==> config.mk <==
export PLATFORM = sky130hd
export DESIGN_NAME = sbt_cell
export DESIGN_NICKNAME = d
export VERILOG_FILES = /design/src/hw/rtl/sbt_pkg.sv /design/src/hw/rtl/sbt_cell.sv
export SDC_FILE = /design/constraint.sdc
export NUM_CORES = 1
export LEC_CHECK = 0
export BUFFER_PORTS_ARGS = -buffer_cell sky130_fd_sc_hd__buf_2
export CAP_MARGIN = 25
export CORE_ASPECT_RATIO = 0.5
export CORE_MARGIN = 4
export CORE_UTILIZATION = 30
export DETAILED_ROUTE_END_ITERATION = 10
export PLACE_DENSITY = 0.63
export SLEW_MARGIN = 0
export SYNTH_ARGS = -nofsm -noshare
export SYNTH_HDL_FRONTEND = slang
export SYNTH_SLANG_ARGS = --single-unit
==> constraint.sdc <==
create_clock -name aclk -period 0.8 [get_ports aclk]
set_clock_uncertainty 0.05 [all_clocks]
set_input_delay 0.16 -clock aclk [delete_from_list [all_inputs] [get_ports aclk]]
set_output_delay 0.16 -clock aclk [all_outputs]
set_load 0.01 [all_outputs]
==> src/hw/rtl/sbt_pkg.sv <==
`default_nettype none
// ----------------------------------------------------------------------------
// sbt_pkg
// Shared types and constants of the subresource barrier tracker.
// ----------------------------------------------------------------------------
package sbt_pkg;

    localparam int RESULT_CAP = 64;
    localparam logic [1:0] CFG_LEVELS = 2'd0;
    localparam logic [1:0] CFG_LAYERS = 2'd1;
    localparam logic [1:0] CFG_WMASK  = 2'd2;
    localparam logic [63:0] WMASK_RESET = 64'h11040;

    typedef struct packed {
        logic [31:0] layout;
        logic [63:0] stage;
        logic [63:0] access;
    } entry_t;

    typedef struct packed {
        logic        barrier_valid;
        logic        whole_image;
        logic        last_barrier;
        logic [63:0] src_stage;
        logic [63:0] src_access;
        logic [31:0] old_layout;
        logic [31:0] dst_layout;
        logic [63:0] dst_access;
        logic [63:0] dst_stage;
        logic [31:0] dst_aspect;
        logic [2:0]  level_index;
        logic [2:0]  layer_index;
    } result_t;

endpackage
`default_nettype wire

==> src/hw/rtl/sbt_cell.sv <==
`default_nettype none
// ----------------------------------------------------------------------------
// sbt_cell
// One position of the split state; loads its neighbor's entry on a shift.
// ----------------------------------------------------------------------------
module sbt_cell (
    input  wire logic            aclk,
    input  wire logic            shift_en,
    input  wire sbt_pkg::entry_t entry_in,
    output sbt_pkg::entry_t      entry_out
);
    import sbt_pkg::*;

    entry_t entry_reg;

    always_ff @(posedge aclk) begin
        if (shift_en) begin
            entry_reg <= entry_in;
        end
    end

    assign entry_out = entry_reg;

endmodule
`default_nettype wire

==> impl_metrics.env, run 1 <==
export IMPL_ys_seq_area_share_pct=100
export IMPL_cts_buffers=17
export IMPL_die_x_um=187
export IMPL_stop_error="[ERROR RSZ-0060] Max buffer count reached."
export IMPL_start_util_pct=30.9
export IMPL_syn_instance_count=160
export IMPL_ctsHoldBuffers=147
export IMPL_stop_stage="4_1_cts"
export IMPL_synth_area_um2=4800
export IMPL_syn_nets=322
export IMPL_gp_congestion=0.821
export IMPL_ctsResizeCount=0
export IMPL_io_buffers=321
export IMPL_status="aborted with a tool error"
export IMPL_avgSynthCellArea_um2=30.0
export IMPL_htreeDepth=4
export IMPL_synth_distinct_cells=1
export IMPL_cts_setup_buffers=0
export IMPL_placed_area_um2=6820
export IMPL_ys_warn_count=0
export IMPL_hpwl_mm=9.76
export IMPL_numClockSinks=160
export IMPL_cts_root_buf="clkbuf_16"
export IMPL_rows=32
export IMPL_clockBufferDepth=2
export IMPL_ys_ff_latch=160
export IMPL_io_pins=322
export IMPL_die_height_um=97.5
export IMPL_dp_cells=700
[cell usage after synthesis]
| library cell | number | share of area, % |
|---|---|---|
| edfxtp_1 | 160 | 100 |
[logic make-up after synthesis]
kind of cell / after synthesis / synth area share, %
DFF: 160 / 100
[through the flow]
step                utilization [%]  hold WS, ns  setup slack [ns]  TNS [ns]
global placement               43.9        0.286            -0.173    -22.33
detailed placement             43.9        0.288            -0.179    -23.13
floorplan                         -        0.209             0.196         0
==> run 2: changes to the inputs <==
CORE_ASPECT_RATIO = unset   (was 0.5)
CORE_UTILIZATION = 20   (was 30)
PLACE_DENSITY = unset   (was 0.63)
PLACE_DENSITY_LB_ADDON = 0.15   (was unset)
==> impl_metrics.env, run 2 <==
export IMPL_grt_max_degree=38
export IMPL_drtIter0Drc=151
export IMPL_multi_input_area_um2=0
export IMPL_drc=0
export IMPL_power_density_nw_per_um2=2210
export IMPL_yosys_area_top_type_share_pct=100
export IMPL_syn_instance_count=160
export IMPL_syn_nets=322
export IMPL_io_pins=322
export IMPL_drt_vias_per_instance=3.58
export IMPL_ys_warn_count=0
export IMPL_avgSynthCellArea_um2=30.0
export IMPL_dieArea_um2=26600
export IMPL_htreeDepth=4
export IMPL_worst_setup_path_end_kind="output port"
export IMPL_mostFrequentLayoutCell="buf_2"
export IMPL_first_global_vias=4113
export IMPL_fin_crit_ns=1.19
export IMPL_setup_violations=160
export IMPL_holdPathEnd="entry_out[40]$_DFFE_PP_"
export IMPL_seqCellArea_um2=4800
export IMPL_grt_pass1_wl_mm=21.9
export IMPL_holdWs_ns=0.0385
export IMPL_synth_area_um2=4800
export IMPL_ant_nets=0
export IMPL_cts_tree="yes"
export IMPL_clockBufferDepth=2
export IMPL_numClockSinks=160
export IMPL_grt_use_met3_pct=4.99
export IMPL_crit_family="flip-flops"
export IMPL_path_cells="buf_6"
export IMPL_yosys_top_cells_count="160 x edfxtp_1"
export IMPL_use_met1_pct=11.0
export IMPL_hold_class="in2reg"
export IMPL_synth_edf_count=160
export IMPL_violations="setup timing"
export IMPL_rows=56
export IMPL_synth_area_top_cells="edfxtp_1 100%"
export IMPL_io_buffers=321
export IMPL_largest_reg_flops=160
export IMPL_crit_path_start_kind="flip-flop"
export IMPL_power_leakage_nw=3.84
export IMPL_status="finished, violations left"
export IMPL_tightest_slew_ns=0.202
export IMPL_fmax_mhz=843
export IMPL_synth_distinct_cells=1
export IMPL_critical_path_class="reg2out"
export IMPL_ys_seq_area_share_pct=100
export IMPL_fin_nets=833
export IMPL_cts_buffers=17
export IMPL_ys_ff_latch=160
export IMPL_yosysMostFrequentCell="edfxtp_1"
export IMPL_crit_buf_inv=1
export IMPL_hpwl_mm=10.5
export IMPL_cpPeakStageDelay_ns=0.41
export IMPL_antenna_found_initial=1
export IMPL_cap_violations=0
export IMPL_worstPathRequired_ns=0.59
export IMPL_drive_gt1_share_pct=52.9
export IMPL_final_hold_viol_count=0
export IMPL_hold_depth=1
export IMPL_fin_util_pct=38.7
export IMPL_hp_start="shift_en"
export IMPL_cts_clk_slew_worst_paths_ns=0.06
export IMPL_ir_worst_vdd_mv=1.18
export IMPL_grt_total_usage_pct=10.9
export IMPL_start_util_pct=20.4
export IMPL_setup_slack_ns=-0.386
export IMPL_cp_slowest_cell="edfxtp_1"
export IMPL_fillers=2235
export IMPL_syn2layout_area_growth_pct=89.9
export IMPL_critical_path_arrival_ns=0.98
export IMPL_wl_per_cell_um=14.9
export IMPL_rsz0062_at_grt="true"
export IMPL_drt_total_wl_mm=15.0
export IMPL_grt_busiest_layer="met2"
export IMPL_crit_path_max_fanout=1
export IMPL_synth_top_area_cell="edfxtp_1"
export IMPL_async_flop_share_pct=0
export IMPL_slew_viol_final=0
export IMPL_die_height_um=163
export IMPL_gp_congestion=0.737
export IMPL_die_x_um=163
export IMPL_dr_pass1_iters=4
export IMPL_dp_cells=811
export IMPL_use_met2_pct=19.6
export IMPL_num_multi_input_gates=0
export IMPL_min_period_over_period_pct=148
export IMPL_coreArea_um2=23500
export IMPL_relSlewSlack_pct=86.6
export IMPL_vias=3590
export IMPL_cts_setup_buffers=0
export IMPL_cts_root_buf="clkbuf_16"
export IMPL_final_cell_mix="314 x buf_2, 160 x edfxtp_1, 160 x dlygate4sd3_1, 17 x clkbuf_16, 9 x buf_4"
export IMPL_final_cells=1004
export IMPL_final_setup_tns_ns=-54.46
export IMPL_synthFlopType="edfxtp_1"
export IMPL_overflow=0
[run 2: metal layers]
layer	share of wire (%)	wire, um
met4	2.0	306
met3	9.8	1470
met2	53	7910
met5	0	0
met1	35	5310
[run 2: stage by stage]
step                setup slack (ns)  cell area (um2)  power [W]
detailed placement            -0.223             6920     0.0120
global route                  -0.436             9120     0.0211
finish                        -0.386             9120     0.0202
floorplan                      0.196             4800     0.0107
CTS                           -0.415             9100     0.0205
global placement              -0.212             6920     0.0120
[run 2: power breakdown]
group          switching, W  leakage [nW]  internal, W
Combinational       0.00102          2.01      0.00127
Clock               0.00343         0.266      0.00431
Sequential         0.000171          1.57      0.00996
[run 2: logic make-up after synthesis]
logic type	after synthesis	share of synthesized area [%]
flip-flops	160	100
[run 2: how the worst max path moves through the flow]
stage,startpoint,end,slack (ns),cells past startpoint
floorplan,entry_out[0]$_DFFE_PP_,entry_out[0],0.20,0
global placement,shift_en,entry_out[39]$_DFFE_PP_,-0.21,2
detailed placement,shift_en,entry_out[100]$_DFFE_PP_,-0.22,2
CTS,entry_out[59]$_DFFE_PP_,entry_out[59],-0.41,1
global route,entry_out[68]$_DFFE_PP_,entry_out[68],-0.44,1
finish,entry_out[59]$_DFFE_PP_,entry_out[59],-0.39,1
[run 2: timing repair]
action | 4_1_cts | 5_1_grt
hold buffers | 160 | 0
gates cloned | 0 | 0
gates resized for setup | 6 | 6
endpoints found under the hold margin | 160 | 0
setup endpoints to repair | 160 | 160
[run 2: layout make-up]
cell class,count,area share [%]
Sequential cell,160,52.7
Antenna cell,1,0.0274
Clock inverter,15,1.44
Tap cell,319,4.38
Timing Repair Buffer,492,36.8
Clock buffer,17,4.66
Power figures use the tool's default switching activity.
